File: src/hdl/hofcm_pkg.sv
// Package for the heading outlier filter: widths, codes, state and command types,
// and the CORDIC arctangent table.
// No dependencies.
package hofcm_pkg;

    localparam int HIST_DEPTH_DEF  = 5;
    localparam int ANGLE_BITS_DEF  = 16;
    localparam int CORDIC_ITERS    = 16;
    localparam int IT_W            = 4;
    localparam int XW              = 42;
    localparam int ZW              = 34;
    localparam int VEL_W           = 24;
    localparam int SUM_W           = 24;
    localparam logic signed [15:0] INV_GAIN = 16'sd19898;

    localparam logic [1:0] OP_SAMPLE = 2'd0;
    localparam logic [1:0] OP_START  = 2'd1;
    localparam logic [1:0] OP_STOP   = 2'd2;

    localparam logic [1:0] REG_OUTLIER_THR = 2'd0;
    localparam logic [1:0] REG_OUTLIER_LIM = 2'd1;
    localparam logic [1:0] REG_LOW_SPEED   = 2'd2;

    localparam logic [15:0] OUTLIER_THR_RST = 16'd3641;
    localparam logic [3:0]  OUTLIER_LIM_RST = 4'd3;
    localparam logic [14:0] LOW_SPEED_RST   = 15'd3;

    typedef enum logic [3:0] {
        ST_IDLE, ST_VROT, ST_VWAIT, ST_SEL, ST_AWAIT, ST_FILT,
        ST_MRD, ST_MROT, ST_MAWAIT, ST_OP, ST_FIN
    } state_t;

    typedef enum logic [1:0] {SRC_VEL, SRC_ATAN_V, SRC_UNIT, SRC_ATAN_S} csrc_t;

    typedef struct packed {
        logic  load_in;
        logic  cord_start;
        csrc_t cord_src;
        logic  cap_vel;
        logic  pick;
        logic  cap_sample;
        logic  filter;
        logic  walk_step;
        logic  acc;
        logic  mean_direct;
        logic  cap_mean;
        logic  apply_op;
        logic  emit;
    } dp_cmd_t;

    typedef struct packed {
        logic [1:0] op;
        logic       cord_done;
        logic       slow;
        logic       vzero;
        logic       walk_done;
        logic       entry_valid;
        logic       any_valid;
        logic       sum_zero;
        logic       out_free;
    } dp_stat_t;

    function automatic logic [31:0] atan_tab(input logic [IT_W-1:0] i);
        logic [31:0] r;
        case (i)
            4'd0:    r = 32'd536870912;
            4'd1:    r = 32'd316933406;
            4'd2:    r = 32'd167458907;
            4'd3:    r = 32'd85004756;
            4'd4:    r = 32'd42667331;
            4'd5:    r = 32'd21354465;
            4'd6:    r = 32'd10679838;
            4'd7:    r = 32'd5340245;
            4'd8:    r = 32'd2670163;
            4'd9:    r = 32'd1335087;
            4'd10:   r = 32'd667544;
            4'd11:   r = 32'd333772;
            4'd12:   r = 32'd166886;
            4'd13:   r = 32'd83443;
            4'd14:   r = 32'd41722;
            default: r = 32'd20861;
        endcase
        return r;
    endfunction

endpackage

File: src/hdl/hofcm_cordic.sv
// Iterative CORDIC, one micro-rotation per cycle, rotation and vectoring modes.
// Depends on hofcm_pkg.
module hofcm_cordic
    import hofcm_pkg::*;
(
    input  logic                 aclk,
    input  logic                 aresetn,
    input  logic                 start,
    input  logic                 vec_mode,
    input  logic signed [XW-1:0] x_in,
    input  logic signed [XW-1:0] y_in,
    input  logic [31:0]          z_in,
    output logic                 done,
    output logic signed [XW-1:0] x_out,
    output logic signed [XW-1:0] y_out,
    output logic [31:0]          ang_out
);

    localparam logic signed [ZW-1:0] QTR  = ZW'(64'sd1073741824);
    localparam logic signed [ZW-1:0] HALF = ZW'(64'sd2147483648);

    logic signed [XW-1:0] x_reg, x_next, y_reg, y_next;
    logic signed [ZW-1:0] z_reg, z_next;
    logic [31:0]          base_reg, base_next;
    logic                 vec_reg, run_reg, done_reg;
    logic [IT_W-1:0]      iter_reg;

    logic signed [ZW-1:0] zs, t;
    logic signed [XW-1:0] dx, dy;
    logic                 up;

    always_comb begin
        zs = {{(ZW-32){z_in[31]}}, z_in};
        t  = {{(ZW-32){1'b0}}, atan_tab(iter_reg)};
        dx = y_reg >>> iter_reg;
        dy = x_reg >>> iter_reg;
        up = vec_reg ? y_reg[XW-1] : !z_reg[ZW-1];
        x_next = x_reg;
        y_next = y_reg;
        z_next = z_reg;
        base_next = base_reg;
        if (start) begin
            x_next = x_in;
            y_next = y_in;
            z_next = zs;
            base_next = 32'd0;
            if (vec_mode) begin
                z_next = '0;
                if (x_in[XW-1]) begin
                    x_next = -x_in;
                    y_next = -y_in;
                    base_next = 32'h8000_0000;
                end
            end else if (zs > QTR) begin
                z_next = zs - HALF;
                x_next = -x_in;
            end else if (zs < -QTR) begin
                z_next = zs + HALF;
                x_next = -x_in;
            end
        end else if (run_reg) begin
            if (up) begin
                x_next = x_reg - dx;
                y_next = y_reg + dy;
                z_next = z_reg - t;
            end else begin
                x_next = x_reg + dx;
                y_next = y_reg - dy;
                z_next = z_reg + t;
            end
        end
    end

    always_ff @(posedge aclk) begin
        x_reg    <= x_next;
        y_reg    <= y_next;
        z_reg    <= z_next;
        base_reg <= base_next;
        if (start) vec_reg <= vec_mode;
        if (!aresetn) begin
            run_reg  <= 1'b0;
            done_reg <= 1'b0;
            iter_reg <= '0;
        end else begin
            done_reg <= 1'b0;
            if (start) begin
                run_reg  <= 1'b1;
                iter_reg <= '0;
            end else if (run_reg) begin
                iter_reg <= iter_reg + 1'b1;
                if (iter_reg == IT_W'(CORDIC_ITERS - 1)) begin
                    run_reg  <= 1'b0;
                    done_reg <= 1'b1;
                end
            end
        end
    end

    assign done    = done_reg;
    assign x_out   = x_reg;
    assign y_out   = y_reg;
    assign ang_out = base_reg + z_reg[31:0];

endmodule

File: src/hdl/hofcm_dp.sv
// Datapath: config registers, heading history ring, outlier filter, mean sums,
// output register. Depends on hofcm_pkg and hofcm_cordic.
module hofcm_dp
    import hofcm_pkg::*;
#(
    parameter int HISTORY_DEPTH = HIST_DEPTH_DEF,
    parameter int ANGLE_BITS    = ANGLE_BITS_DEF
) (
    input  logic        aclk,
    input  logic        aresetn,
    input  logic        cfg_we,
    input  logic [1:0]  cfg_addr,
    input  logic [15:0] cfg_wdata,
    input  logic [1:0]  in_op,
    input  logic [15:0] in_speed,
    input  logic [15:0] in_heading,
    input  dp_cmd_t     cmd,
    output dp_stat_t    stat,
    input  logic        m_tready,
    output logic        m_tvalid,
    output logic [15:0] m_tdata,
    output logic [2:0]  m_tuser
);

    localparam int AB  = ANGLE_BITS;
    localparam int SH  = 32 - AB;
    localparam int D   = HISTORY_DEPTH;
    localparam int IW  = (D > 1) ? $clog2(D) : 1;
    localparam int FW  = $clog2(D + 1);
    localparam logic [AB-1:0] HALF_ANG = AB'(1) << (AB - 1);

    logic [15:0] thr_reg;
    logic [3:0]  lim_reg;
    logic [14:0] lst_reg;

    logic [1:0]  op_reg;
    logic [15:0] speed_reg, hdg_reg;

    logic [AB:0]      hist_reg [D];
    logic [IW-1:0]    head_reg, head_next, walk_idx_reg;
    logic [FW-1:0]    fill_reg, fill_next, walk_k_reg;
    logic             mean_v_reg;
    logic [AB-1:0]    mean_a_reg;
    logic [3:0]       cnt_reg;
    logic             smp_v_reg;
    logic [AB-1:0]    smp_a_reg;
    logic signed [VEL_W-1:0] vx_reg, vy_reg;
    logic             slow_reg, vzero_reg;
    logic signed [SUM_W-1:0] sx_reg, sy_reg;
    logic             any_reg, held_reg, cleared_reg;
    logic             out_v_reg;
    logic [15:0]      out_d_reg;
    logic [2:0]       out_u_reg;

    logic                 c_vec;
    logic signed [XW-1:0] c_x, c_y, co_x, co_y;
    logic [31:0]          c_z, co_ang;
    logic                 c_done;
    logic signed [31:0]   prod;
    logic [AB:0]          rd;
    logic [31:0]          hdg32;

    logic signed [XW-1:0] rx, ry;
    logic signed [VEL_W-1:0] vx_c, vy_c, ax_c, ay_c;

    logic [AB-1:0] d_ang, mag;
    logic          f_held, f_clr, is_out;
    logic [AB:0]   f_s;
    logic [3:0]    f_cnt;
    logic [IW-1:0] head_eff;
    logic [FW-1:0] fill_eff;

    function automatic logic [31:0] to_int(input logic [AB-1:0] a);
        return {a, {SH{1'b0}}};
    endfunction

    function automatic logic [AB-1:0] to_ext(input logic [31:0] a);
        logic [31:0] t;
        t = a + (32'd1 << (SH - 1));
        return t[31:SH];
    endfunction

    function automatic logic [IW-1:0] dec_idx(input logic [IW-1:0] i);
        return (i == '0) ? IW'(D - 1) : i - 1'b1;
    endfunction

    assign prod  = $signed(speed_reg) * INV_GAIN;
    assign hdg32 = {16'd0, hdg_reg};
    assign rd    = hist_reg[walk_idx_reg];

    always_comb begin
        c_vec = 1'b0;
        c_x   = '0;
        c_y   = '0;
        c_z   = '0;
        case (cmd.cord_src)
            SRC_VEL: begin
                c_x = {{(XW-32){prod[31]}}, prod};
                c_z = to_int(hdg32[AB-1:0]);
            end
            SRC_ATAN_V: begin
                c_vec = 1'b1;
                c_x = {{(XW-VEL_W-16){vx_reg[VEL_W-1]}}, vx_reg, 16'd0};
                c_y = {{(XW-VEL_W-16){vy_reg[VEL_W-1]}}, vy_reg, 16'd0};
            end
            SRC_UNIT: begin
                c_x = XW'(INV_GAIN);
                c_z = to_int(rd[AB-1:0]);
            end
            default: begin
                c_vec = 1'b1;
                c_x = {{(XW-SUM_W-16){sx_reg[SUM_W-1]}}, sx_reg, 16'd0};
                c_y = {{(XW-SUM_W-16){sy_reg[SUM_W-1]}}, sy_reg, 16'd0};
            end
        endcase
    end

    hofcm_cordic u_cordic (
        .aclk     (aclk),
        .aresetn  (aresetn),
        .start    (cmd.cord_start),
        .vec_mode (c_vec),
        .x_in     (c_x),
        .y_in     (c_y),
        .z_in     (c_z),
        .done     (c_done),
        .x_out    (co_x),
        .y_out    (co_y),
        .ang_out  (co_ang)
    );

    // velocity rounding to Q8.8
    always_comb begin
        rx   = co_x + XW'(16384);
        ry   = co_y + XW'(16384);
        vx_c = rx[VEL_W+14:15];
        vy_c = ry[VEL_W+14:15];
        ax_c = vx_c[VEL_W-1] ? -vx_c : vx_c;
        ay_c = vy_c[VEL_W-1] ? -vy_c : vy_c;
    end

    // outlier filter
    always_comb begin
        d_ang    = smp_a_reg - mean_a_reg;
        mag      = (d_ang <= HALF_ANG) ? d_ang : -d_ang;
        is_out   = 32'(mag) > 32'(thr_reg);
        f_held   = 1'b0;
        f_clr    = 1'b0;
        f_s      = {smp_v_reg, smp_a_reg};
        f_cnt    = cnt_reg;
        if (smp_v_reg && mean_v_reg) begin
            if (is_out) begin
                if (cnt_reg > lim_reg) begin
                    f_cnt = '0;
                    f_clr = 1'b1;
                end else begin
                    if (cnt_reg != 4'd15) f_cnt = cnt_reg + 1'b1;
                    f_s    = {mean_v_reg, mean_a_reg};
                    f_held = 1'b1;
                end
            end else if (cnt_reg != '0) begin
                f_cnt = cnt_reg - 1'b1;
            end
        end
        head_eff  = f_clr ? '0 : head_reg;
        fill_eff  = f_clr ? '0 : fill_reg;
        head_next = (head_eff == IW'(D - 1)) ? '0 : head_eff + 1'b1;
        fill_next = (fill_eff == FW'(D)) ? fill_eff : fill_eff + 1'b1;
    end

    always_ff @(posedge aclk) begin
        if (cmd.load_in) begin
            op_reg    <= in_op;
            speed_reg <= in_speed;
            hdg_reg   <= in_heading;
        end
        if (cmd.cap_vel) begin
            vx_reg       <= vx_c;
            vy_reg       <= vy_c;
            walk_idx_reg <= dec_idx(head_reg);
        end
        if (cmd.filter) begin
            hist_reg[head_eff] <= f_s;
            walk_idx_reg <= head_eff;
        end else if (cmd.walk_step || cmd.acc) begin
            walk_idx_reg <= dec_idx(walk_idx_reg);
        end
        if (cmd.pick) begin
            if (slow_reg) begin
                smp_v_reg <= (fill_reg != '0) && rd[AB];
                smp_a_reg <= (fill_reg != '0) ? rd[AB-1:0] : '0;
            end else begin
                smp_v_reg <= 1'b1;
                smp_a_reg <= '0;
            end
        end
        if (cmd.cap_sample) begin
            smp_v_reg <= 1'b1;
            smp_a_reg <= to_ext(co_ang);
        end
        if (cmd.filter) begin
            sx_reg <= '0;
            sy_reg <= '0;
        end else if (cmd.acc) begin
            sx_reg <= sx_reg + co_x[SUM_W-1:0];
            sy_reg <= sy_reg + co_y[SUM_W-1:0];
        end
        if (cmd.emit) begin
            out_d_reg <= mean_v_reg ? 16'(32'(mean_a_reg)) : 16'd0;
            out_u_reg <= {cleared_reg, held_reg, mean_v_reg};
        end

        if (!aresetn) begin
            thr_reg     <= OUTLIER_THR_RST;
            lim_reg     <= OUTLIER_LIM_RST;
            lst_reg     <= LOW_SPEED_RST;
            head_reg    <= '0;
            fill_reg    <= '0;
            walk_k_reg  <= '0;
            mean_v_reg  <= 1'b0;
            mean_a_reg  <= '0;
            cnt_reg     <= '0;
            slow_reg    <= 1'b0;
            vzero_reg   <= 1'b0;
            any_reg     <= 1'b0;
            held_reg    <= 1'b0;
            cleared_reg <= 1'b0;
            out_v_reg   <= 1'b0;
        end else begin
            if (cfg_we) begin
                unique case (cfg_addr)
                    REG_OUTLIER_THR: thr_reg <= cfg_wdata;
                    REG_OUTLIER_LIM: lim_reg <= cfg_wdata[3:0];
                    REG_LOW_SPEED:   lst_reg <= cfg_wdata[14:0];
                    default: ;
                endcase
            end
            if (cmd.load_in) begin
                held_reg    <= 1'b0;
                cleared_reg <= 1'b0;
            end
            if (cmd.cap_vel) begin
                slow_reg  <= (ax_c < VEL_W'(lst_reg)) && (ay_c < VEL_W'(lst_reg));
                vzero_reg <= (vx_c == '0) && (vy_c == '0);
            end
            if (cmd.filter) begin
                cnt_reg     <= f_cnt;
                held_reg    <= f_held;
                cleared_reg <= f_clr;
                head_reg    <= head_next;
                fill_reg    <= fill_next;
                walk_k_reg  <= '0;
                any_reg     <= 1'b0;
            end else if (cmd.walk_step || cmd.acc) begin
                walk_k_reg <= walk_k_reg + 1'b1;
            end
            if (cmd.acc) any_reg <= 1'b1;
            if (cmd.mean_direct) begin
                mean_v_reg <= any_reg;
                mean_a_reg <= '0;
            end
            if (cmd.cap_mean) begin
                mean_v_reg <= 1'b1;
                mean_a_reg <= to_ext(co_ang);
            end
            if (cmd.apply_op) begin
                if (op_reg == OP_START) begin
                    mean_v_reg <= 1'b0;
                    mean_a_reg <= '0;
                end else if (op_reg == OP_STOP) begin
                    head_reg    <= '0;
                    fill_reg    <= '0;
                    cleared_reg <= 1'b1;
                end
            end
            if (cmd.emit) out_v_reg <= 1'b1;
            else if (m_tready) out_v_reg <= 1'b0;
        end
    end

    always_comb begin
        stat.op          = op_reg;
        stat.cord_done   = c_done;
        stat.slow        = slow_reg;
        stat.vzero       = vzero_reg;
        stat.walk_done   = (walk_k_reg == fill_reg);
        stat.entry_valid = rd[AB];
        stat.any_valid   = any_reg;
        stat.sum_zero    = (sx_reg == '0) && (sy_reg == '0);
        stat.out_free    = !out_v_reg || m_tready;
    end

    assign m_tvalid = out_v_reg;
    assign m_tdata  = out_d_reg;
    assign m_tuser  = out_u_reg;

`ifndef SYNTHESIS
    a_fill_bound: assert property (@(posedge aclk) disable iff (!aresetn)
        fill_reg <= FW'(D)) else $error("history fill beyond depth");
    a_head_bound: assert property (@(posedge aclk) disable iff (!aresetn)
        32'(head_reg) < D) else $error("history head out of range");
    a_held_clr: assert property (@(posedge aclk) disable iff (!aresetn)
        out_v_reg |-> !(out_u_reg[1] && out_u_reg[2]))
        else $error("held and history reset together");
    a_inv_zero: assert property (@(posedge aclk) disable iff (!aresetn)
        (out_v_reg && !out_u_reg[0]) |-> (out_d_reg == 16'd0))
        else $error("invalid heading with nonzero angle");
`endif

endmodule

File: src/hdl/hofcm_ctrl.sv
// Controller state machine: sequences velocity rotation, heading pick,
// outlier filter, history walk and mean arctangent. Depends on hofcm_pkg.
module hofcm_ctrl
    import hofcm_pkg::*;
(
    input  logic     aclk,
    input  logic     aresetn,
    input  logic     s_tvalid,
    output logic     s_tready,
    input  logic [1:0] in_op,
    input  dp_stat_t stat,
    output dp_cmd_t  cmd
);

    state_t state_reg, state_next;

    always_ff @(posedge aclk) begin
        if (!aresetn) begin
            state_reg <= ST_IDLE;
        end else begin
            state_reg <= state_next;
        end
    end

    always_comb begin
        state_next   = state_reg;
        cmd          = '0;
        cmd.cord_src = SRC_VEL;
        s_tready     = 1'b0;
        unique case (state_reg)
            ST_IDLE: begin
                s_tready = 1'b1;
                if (s_tvalid) begin
                    cmd.load_in = 1'b1;
                    state_next  = (in_op == OP_SAMPLE) ? ST_VROT : ST_OP;
                end
            end
            ST_VROT: begin
                cmd.cord_start = 1'b1;
                cmd.cord_src   = SRC_VEL;
                state_next     = ST_VWAIT;
            end
            ST_VWAIT: begin
                if (stat.cord_done) begin
                    cmd.cap_vel = 1'b1;
                    state_next  = ST_SEL;
                end
            end
            ST_SEL: begin
                if (stat.slow || stat.vzero) begin
                    cmd.pick   = 1'b1;
                    state_next = ST_FILT;
                end else begin
                    cmd.cord_start = 1'b1;
                    cmd.cord_src   = SRC_ATAN_V;
                    state_next     = ST_AWAIT;
                end
            end
            ST_AWAIT: begin
                if (stat.cord_done) begin
                    cmd.cap_sample = 1'b1;
                    state_next     = ST_FILT;
                end
            end
            ST_FILT: begin
                cmd.filter = 1'b1;
                state_next = ST_MRD;
            end
            ST_MRD: begin
                if (stat.walk_done) begin
                    if (stat.any_valid && !stat.sum_zero) begin
                        cmd.cord_start = 1'b1;
                        cmd.cord_src   = SRC_ATAN_S;
                        state_next     = ST_MAWAIT;
                    end else begin
                        cmd.mean_direct = 1'b1;
                        state_next      = ST_FIN;
                    end
                end else if (stat.entry_valid) begin
                    cmd.cord_start = 1'b1;
                    cmd.cord_src   = SRC_UNIT;
                    state_next     = ST_MROT;
                end else begin
                    cmd.walk_step = 1'b1;
                end
            end
            ST_MROT: begin
                if (stat.cord_done) begin
                    cmd.acc    = 1'b1;
                    state_next = ST_MRD;
                end
            end
            ST_MAWAIT: begin
                if (stat.cord_done) begin
                    cmd.cap_mean = 1'b1;
                    state_next   = ST_FIN;
                end
            end
            ST_OP: begin
                cmd.apply_op = 1'b1;
                state_next   = ST_FIN;
            end
            ST_FIN: begin
                if (stat.out_free) begin
                    cmd.emit   = 1'b1;
                    state_next = ST_IDLE;
                end
            end
            default: state_next = ST_IDLE;
        endcase
    end

`ifndef SYNTHESIS
    a_one_start: assert property (@(posedge aclk) disable iff (!aresetn)
        cmd.cord_start |=> !cmd.cord_start) else $error("back to back CORDIC start");
    a_emit_free: assert property (@(posedge aclk) disable iff (!aresetn)
        cmd.emit |-> stat.out_free) else $error("emit into full output register");
    a_load_idle: assert property (@(posedge aclk) disable iff (!aresetn)
        cmd.load_in |=> !s_tready) else $error("item taken while busy");
`endif

endmodule

File: src/hdl/heading_outlier_filter_circular_mean.sv
// Top level of the heading outlier filter with circular mean.
// Depends on hofcm_pkg, hofcm_ctrl, hofcm_dp (and hofcm_cordic below it).
//
// Usage:
//   Slave channel s_*: one item per operation. s_tuser carries the op
//   (sample, start, stop); s_tdata carries speed (Q8.8) and travel heading.
//   Master channel m_*: one result item per input item, m_tdata the mean
//   heading, m_tuser the valid, held and history-reset flags.
//   Config: cfg_we/cfg_addr/cfg_wdata write the outlier threshold, outlier
//   limit and low-speed threshold; write only while the block is idle.
// Sequencing:
//   Each sample uses the single 16-step CORDIC, shared by velocity rotation,
//   heading arctangent, per-entry unit vectors for valid history entries and
//   the mean arctangent; a slow or zero-velocity sample skips the heading
//   arctangent. One item is processed at a time; s_tready is high only when idle.
// Reset (aresetn low, synchronous): config returns to defaults, history
//   empty, last mean heading invalid, outlier count zero, output empty.
// Stall: the result sits in an output register; the next item is accepted
//   while it waits, and its own result waits until that register frees.
module heading_outlier_filter_circular_mean
    import hofcm_pkg::*;
#(
    parameter int HISTORY_DEPTH = HIST_DEPTH_DEF,
    parameter int ANGLE_BITS    = ANGLE_BITS_DEF
) (
    input  logic        aclk,
    input  logic        aresetn,
    input  logic        cfg_we,
    input  logic [1:0]  cfg_addr,
    input  logic [15:0] cfg_wdata,
    input  logic        s_tvalid,
    output logic        s_tready,
    input  logic [31:0] s_tdata,   // speed[15:0], travel_heading[31:16]
    input  logic [1:0]  s_tuser,   // op[1:0]
    output logic        m_tvalid,
    input  logic        m_tready,
    output logic [15:0] m_tdata,   // mean_heading[15:0]
    output logic [2:0]  m_tuser    // heading_valid[0], sample_held[1], history_reset[2]
);

    dp_cmd_t  cmd;
    dp_stat_t stat;

    hofcm_ctrl u_ctrl (
        .aclk     (aclk),
        .aresetn  (aresetn),
        .s_tvalid (s_tvalid),
        .s_tready (s_tready),
        .in_op    (s_tuser),
        .stat     (stat),
        .cmd      (cmd)
    );

    hofcm_dp #(
        .HISTORY_DEPTH (HISTORY_DEPTH),
        .ANGLE_BITS    (ANGLE_BITS)
    ) u_dp (
        .aclk       (aclk),
        .aresetn    (aresetn),
        .cfg_we     (cfg_we),
        .cfg_addr   (cfg_addr),
        .cfg_wdata  (cfg_wdata),
        .in_op      (s_tuser),
        .in_speed   (s_tdata[15:0]),
        .in_heading (s_tdata[31:16]),
        .cmd        (cmd),
        .stat       (stat),
        .m_tready   (m_tready),
        .m_tvalid   (m_tvalid),
        .m_tdata    (m_tdata),
        .m_tuser    (m_tuser)
    );

endmodule

File: config.mk
export PLATFORM = sky130hd
export DESIGN_NAME = heading_outlier_filter_circular_mean
export DESIGN_NICKNAME = d
export VERILOG_FILES = /design/src/hdl/hofcm_pkg.sv /design/src/hdl/hofcm_cordic.sv /design/src/hdl/hofcm_dp.sv /design/src/hdl/hofcm_ctrl.sv /design/src/hdl/heading_outlier_filter_circular_mean.sv
export SDC_FILE = /design/constraint.sdc
export NUM_CORES = 2
export LEC_CHECK = 0
export ABC_AREA = 1
export ABC_CLOCK_PERIOD_IN_PS = 6100
export BUFFER_PORTS_ARGS = -buffer_cell sky130_fd_sc_hd__buf_2
export CAP_MARGIN = 15
export CORE_ASPECT_RATIO = 1.25
export CORE_MARGIN = 2
export CORE_UTILIZATION = 51
export DETAILED_ROUTE_END_ITERATION = 8
export GPL_ROUTABILITY_DRIVEN = 1
export MAX_ROUTING_LAYER = met4
export PLACE_DENSITY = 0.7
export SLEW_MARGIN = 20
export SYNTH_ARGS = -nofsm -noshare
export SYNTH_HDL_FRONTEND = slang
export SYNTH_SLANG_ARGS = --single-unit
File: constraint.sdc
create_clock -name aclk -period 6.1 [get_ports aclk]
set_input_delay 0.61 -clock aclk [delete_from_list [all_inputs] [get_ports aclk]]
set_output_delay 0.61 -clock aclk [all_outputs]
set_load 0.005 [all_outputs]
Word level (Yosys, flattened, before mapping)
Memory sizes are Yosys's and may differ from the RTL's. A register that Yosys moved wholly into a read port is not among the register bits.
Cells that the tools add are included.

operators by class
  bitwise logic cells = 2
  $mul = 1
  shift-type cells = 2
  reductions and logical operators = 40
  mux-type cells = 127
  add/sub/neg operators = 28
  order comparisons = 7
  eq/ne operators = 29

operators by type and width
  kind                      number
  $mux W42                  12
  $mux W34                  6
  $mux W16                  9
  $pmux W42 S3              1
  $logic_not A24 Y1         4
  $add A42 B42 Y42          2
  $neg A42 Y42              2
  $pmux W42 S2              1
  $sshr A42 B4 Y42          2
  $sub A42 B42 Y42          2
  $add A39 B16 Y39 const B  2
  $mux W3                   22
  $pmux W32 S2              1
  $mux W4                   15
  $mux W1                   51
  $mux W17                  3
  $add A24 B24 Y24          2
  $lt A24 B15 Y1            2
  $mux W24                  2
  $neg A24 Y24              2
  $pmux W4 S11              1
  $add A32 B33 Y34 const B  1
  $add A34 B33 Y34          1
  $sub A32 B33 Y34 const B  1
  other kinds (46)          89

storage, ports and cells
  bits in registers = 401
  output and inout port bits = 21
  logic and storage cells = 274
  bits in read-only memories = 480
  RAM bits = 85
  memories kept = 2

memories
  name             depth  width  read ports  clocked after Yosys merged registers in  write ports  line             RTL
  (no name shown)  16     30     1           1                                        0            hofcm_pkg.sv:65  case (i)
  u_dp.hist_reg    5      17     1           1                                        1            hofcm_dp.sv:39   logic [AB:0] hist_reg [D];

Depth between registers and ports, before layout
  word-level depth = 14
  mapped depth = 37
  gate-level depth less buffers = 36

By module
A second synthesis with hierarchy kept.

unflattened totals
  cells, all modules = 7316
  area total of the unflattened synthesis = 50469.7 µm²

modules (own cells, without submodules)
  module        area an instance (µm²)  cells an instance  times used
  hofcm_dp      25670.9                 3191               1
  hofcm_cordic  24267.0                 4030               1
  hofcm_ctrl    531.8                   95                 1

Worst setup path before layout
OpenSTA, ideal clock, no wires.

  path kind = reg2reg
  start = register u_dp.speed_reg[15]
  end = register u_dp.u_cordic.x_reg[40] (netlist: u_dp.u_cordic.x_out[40]), data pin
  stages on the path, launching flop included = 29
  arrival time = 6050 ps
  setup slack = -85 ps
  period minus slack after synthesis = 6185 ps
  path buffers = 1
  data required time = 5965 ps
  cells stage by stage = edfxtp_1 -> ha_1 -> inv_1 -> fa_1 -> fa_1 -> fa_1 -> fa_1 -> inv_1 -> fa_1 -> inv_1 -> ha_1 -> nand2_1 -> or2_2 -> nand3_1 -> a21oi_1 -> nand2_1 -> nand2_1 -> nand2_1 -> nor2_4 -> inv_2 -> nand3_1 -> o21ai_2 -> clkbuf_1 -> nand3_1 -> nor3_1 -> ha_1 -> nand2_1 -> nand3_1 -> nand3_1

on the way
  cells in the longest elaborated chain, start to end = 7

ends and longest elaborated chain
  item                          line                                                        RTL
  start, declared               hofcm_dp.sv:37                                              logic [15:0] speed_reg, hdg_reg;
  start signal, assigned        hofcm_dp.sv:174                                             speed_reg <= in_speed;
  $mul A16 B15 Y31 *            hofcm_dp.sv:87                                              assign prod = $signed(speed_reg) * INV_GAIN;
  $pmux W42 S3 *                hofcm_dp.sv:96                                              case (cmd.cord_src)
  $neg A42 Y42                  hofcm_cordic.sv:50, hofcm_cordic.sv:56, hofcm_cordic.sv:59
  $mux W42                      hofcm_cordic.sv:57                                          end else if (zs < -QTR) begin
  $mux W42                      hofcm_cordic.sv:54                                          end else if (zs > QTR) begin
  $mux W42 *                    hofcm_cordic.sv:47                                          if (vec_mode) begin
  $mux W42 *                    hofcm_cordic.sv:42                                          if (start) begin
  net u_dp.u_cordic.x_next[40]  hofcm_cordic.sv:22                                          logic signed [XW-1:0] x_reg, x_next, y_reg, y_next;
  end signal, assigned          hofcm_cordic.sv:75                                          x_reg <= x_next;
  end, declared                 hofcm_cordic.sv:22

Mark *: on every way through the listed nets, which the timed path passes. The rest lies on a longest branch.
A chain may end at the register's enable or synchronous reset.

Worst setup path after layout
  start = register u_dp.speed_reg[11]
  end = register u_dp.u_cordic.x_reg[41] (netlist: u_dp.u_cordic.x_out[41]), data pin

The elaborated chain is that of the path after synthesis.

==> results by stage <==
Clock tree:
- The clock reaches the later pin of the worst-skew pair after 680 ps.
- TritonCTS created 53 clock buffers.
- The H-tree level count is 2.
- The maximum clock insertion buffer count is 3.
- TritonCTS built the clock tree.
- In this run, post-CTS hold repair placed 0 buffers.
- The clock transition at the register clock pins on the worst setup and hold paths after CTS is 60 ps.
- The cell at the root of the clock tree is sky130_fd_sc_hd__clkbuf_16.
- The clock drives 488 sinks.

Hold path:
- Counting instances, the worst hold path has a depth of 1.
- The beginning of the worst hold path is s_tdata[13].
- For hold timing, the worst endpoint is u_dp.speed_reg[13].
- The min-delay analysis places its worst path in the category in2reg.

GRT:
- The met2 global-route usage is 60.91%.
- The met1 layer usage reported by global route is 42.75%.
- met2 is the most crowded layer.
- Entering global routing, the biggest net connects 123 pins.
- The number of global-route vias before repair is 45940.
- In the global route stage, overall resource usage came out at 36.01%.
- For this run, global-route usage on met3 was measured as 3.839%.
- The initial antenna violation count is 1.
- The first global-routing pass estimated 261.1 mm of wire.
- The total overflow left after global routing is 0.

Detailed routing:
- The via-per-instance ratio is 5.693.
- For this run, design rule violations remaining after detail routing come to 0.
- The total length of routed wires is 173.0 mm.
- The first detailed-routing pass took 7 iterations.
- After the first detailed-routing iteration, the DRC count stood at 4687.
- The via count of the routed design is 47640.
- In this run the remaining antenna-violating nets after routing total 0.
- After detailed routing, the average wire length per cell comes to 20.68 µm.

Yosys:
- The sequential cell area fraction in the yosys report is 27.28%.
- When the netlist entered floorplanning its net count stood at 7288.
- The Yosys step of the flow raised 0 warnings.
- After synthesis, the mean cell area works out to 7.062 µm².
- In this run, synthesis produced a sequential element count of 488.
- The mapped cell area is 0.04774 mm².
- The number of synthesized flops with an enable pin is 325.
- The number of cells produced by synthesis is 6760.
- For this run, the leading register cell type out of synthesis is sky130_fd_sc_hd__edfxtp_1.
- The share of synthesized flip-flops with an asynchronous set or reset is 0%.
- The distinct cell type count after synthesis is 72.

Outcome:
- The final reports fail on negative setup slack.
- The run finished, with violations left.

STA:
- Counting I/O delays and the setup requirement, the final critical path takes 6387 ps.
- Setup violations remaining at the end of the flow were counted as 47.
- Derived from the worst setup path, the maximum achievable clock frequency is 0.1566 GHz.
- The number of hold violations in the final report was 0.
- Dividing the final minimum period by the clock period gives 104.7%.
- The slack of the critical path is -287.2 ps.
- Setup repair after global routing could not meet its margin everywhere.
- The clock skew after layout is 69.26 ps.
- The headroom to the max-slew limit is 32.97%.
- For the pin with the worst max-slew slack, the measured transition is 999.3 ps.
- The final max-slew violation count is 0.
- The setup TNS after final layout is -6080 ps.
- The worst hold-check slack is 122.7 ps.

Floorplanning:
- The die width is 277.7 µm.
- The site row count is 125.
- The die height is 346.1 µm.
- The die area is 0.09609 mm².
- The region available for standard cell placement spans 0.09290 mm².
- The initial utilization of the core area, before any placement, comes to 51.39%.
- The count of boundary I/O pins is 78.

Critical path:
- For the worst setup path, the data required time is 6570 ps.
- Along the worst path, the maximum fanout reaches 4.
- The standard cell with the maximum stage delay on the critical path is sky130_fd_sc_hd__fa_2.
- The worst reg2reg path endpoint is u_dp.u_cordic.x_out[41].
- The depth of the worst register-to-register path is 36.
- For this run, the slowest stage of the critical path takes 560 ps.
- The startpoint identified for the worst register-to-register timing path is u_dp.speed_reg[11].
- The most numerous cell on the critical path is sky130_fd_sc_hd__inv_2.
- For flop-to-flop paths, the worst setup slack is -290 ps.
- STA classifies the critical path endpoint as a flip-flop.
- For the worst setup path, the data arrival time is 6860 ps.
- The setup path with the least slack is of type reg2reg.
- The type of origin of the critical path is a flip-flop.

Final layout:
- In the layout the commonest cells are sky130_fd_sc_hd__nand2_1, sky130_fd_sc_hd__inv_1, sky130_fd_sc_hd__nor2_1, sky130_fd_sc_hd__o21ai_0, sky130_fd_sc_hd__a21oi_1.
- The post-route netlist has 14.23% of its cells at a drive strength greater than 1.
- The area of all sequential standard cells is 0.01303 mm².
- After the last flow step, the layout net total stands at 7644.
- Counting the fill cells in the layout gives 8719.
- The library cell used most frequently in the layout, excluding fill and tap cells, is sky130_fd_sc_hd__nand2_1.
- Compared with the post-synthesis result, the final layout area differs by 15.99%.
- Summing all multi-input logic gate instances after layout gives 0.03133 mm².
- The flip-flop count of the largest register after layout is 85.

Placed design:
- The post-placement worst setup slack is -547.4 ps.
- The congestion estimate from routability-driven global placement came to 1.063.
- The HPWL after detailed placement is 136.7 mm.
- The count of buffers added on input and output ports is 77.

Job:
- The max capacitance violation total is 0.
-- worst max-delay path: cells and delay by family (launching register included) --
kind | cells | cell delay (ps)
AND/OR/NAND/NOR | 18 | 1770
adder cells (fa/ha/maj) | 8 | 3180
flip-flops | 1 | 460
buffers and inverters | 10 | 770
-- layer usage --
metal	part of all wire, %	up-vias
met1	40	22300
li1	-	23020
met2	48	1868
met3	6.7	459
met4	5.8	0
met5	0	-
-- area by class of cell --
cell class,instances,area share (%)
antenna,1,0.004519
clock buffer,68,2.587
clock inverter,32,0.6507
inverter,1045,7.115
multi-input combinational,5043,56.58
sequential,488,23.53
tap,1206,2.725
timing repair buffer,485,6.806
-- worst max path at each step --
stage	start	to
after global placement	u_dp.speed_reg[11]	u_dp.u_cordic.x_out[40]
after detailed placement	u_dp.speed_reg[10]	u_dp.u_cordic.x_out[40]
final	u_dp.speed_reg[11]	u_dp.u_cordic.x_out[41]
after floorplan	u_dp.speed_reg[15]	u_dp.u_cordic.x_out[40]
after global routing	u_dp.speed_reg[10]	u_dp.u_cordic.x_out[41]
after CTS	u_dp.speed_reg[14]	u_dp.u_cordic.x_out[40]
-- cells in the mapped netlist, drive strengths merged, types with 3 or more instances --
cell	count	share of area, %
a211oi	17	0.27
a21boi	15	0.26
a21o	17	0.27
a21oi	450	4.7
a221oi	5	0.092
a22oi	12	0.21
a31oi	50	0.66
and2	6	0.079
and3	8	0.10
buf	99	1.3
clkbuf	86	0.68
clkinv	6	0.047
dfxtp	163	6.8
edfxtp	325	20
fa	112	4.7
ha	359	9.4
inv	1039	8.2
mux2i	68	1.4
nand2	1548	12
nand3	286	3.1
nand3b	22	0.35
nand4	71	0.96
nor2	650	5.3
nor3	105	1.2
nor4	24	0.33
o2111ai	6	0.11
o211ai	57	0.92
o21a	41	0.64
o21ai	620	6.6
o21bai	21	0.33
o221a	3	0.071
o221ai	7	0.13
o22ai	32	0.42
o2bb2ai	6	0.11
o31ai	10	0.17
o32ai	4	0.073
or2	51	0.67
xnor2	91	1.7
xor2	255	4.7
-- cell families (layout without fill, tap and decap cells) --
family,Yosys count,count (layout),synth area share [%]
buffers and inverters,1230,1630,10.17
other,0,1,0
and+or+nand+nor,2775,2776,24.44
adders and majority gates,471,471,14.11
muxes,68,68,1.441
DFF,488,488,27.28
AOI/OAI and AO/OA,1382,1382,16.22
xor gates and xnor gates,346,346,6.348
-- metrics by stage --
stage	util [%]	cell area (µm²)	std cells
after detailed placement	55.17	51250	8173
after floorplan	-	47760	6760
after CTS	58.66	54490	8345
final	59.61	55380	8368
after global placement	55.17	51250	8173
after global routing	59.61	55380	8368
-- what timing repair did --
action	in CTS	in global routing
setup buffers	72	25
gates cloned	3	1
pin swaps	119	79
setup endpoints to repair	63	236
gates resized for setup	213	198
Power is left out: the tool's default activity adds up to more than one toggle a clock period on the data nets, which glitch-free logic cannot reach.
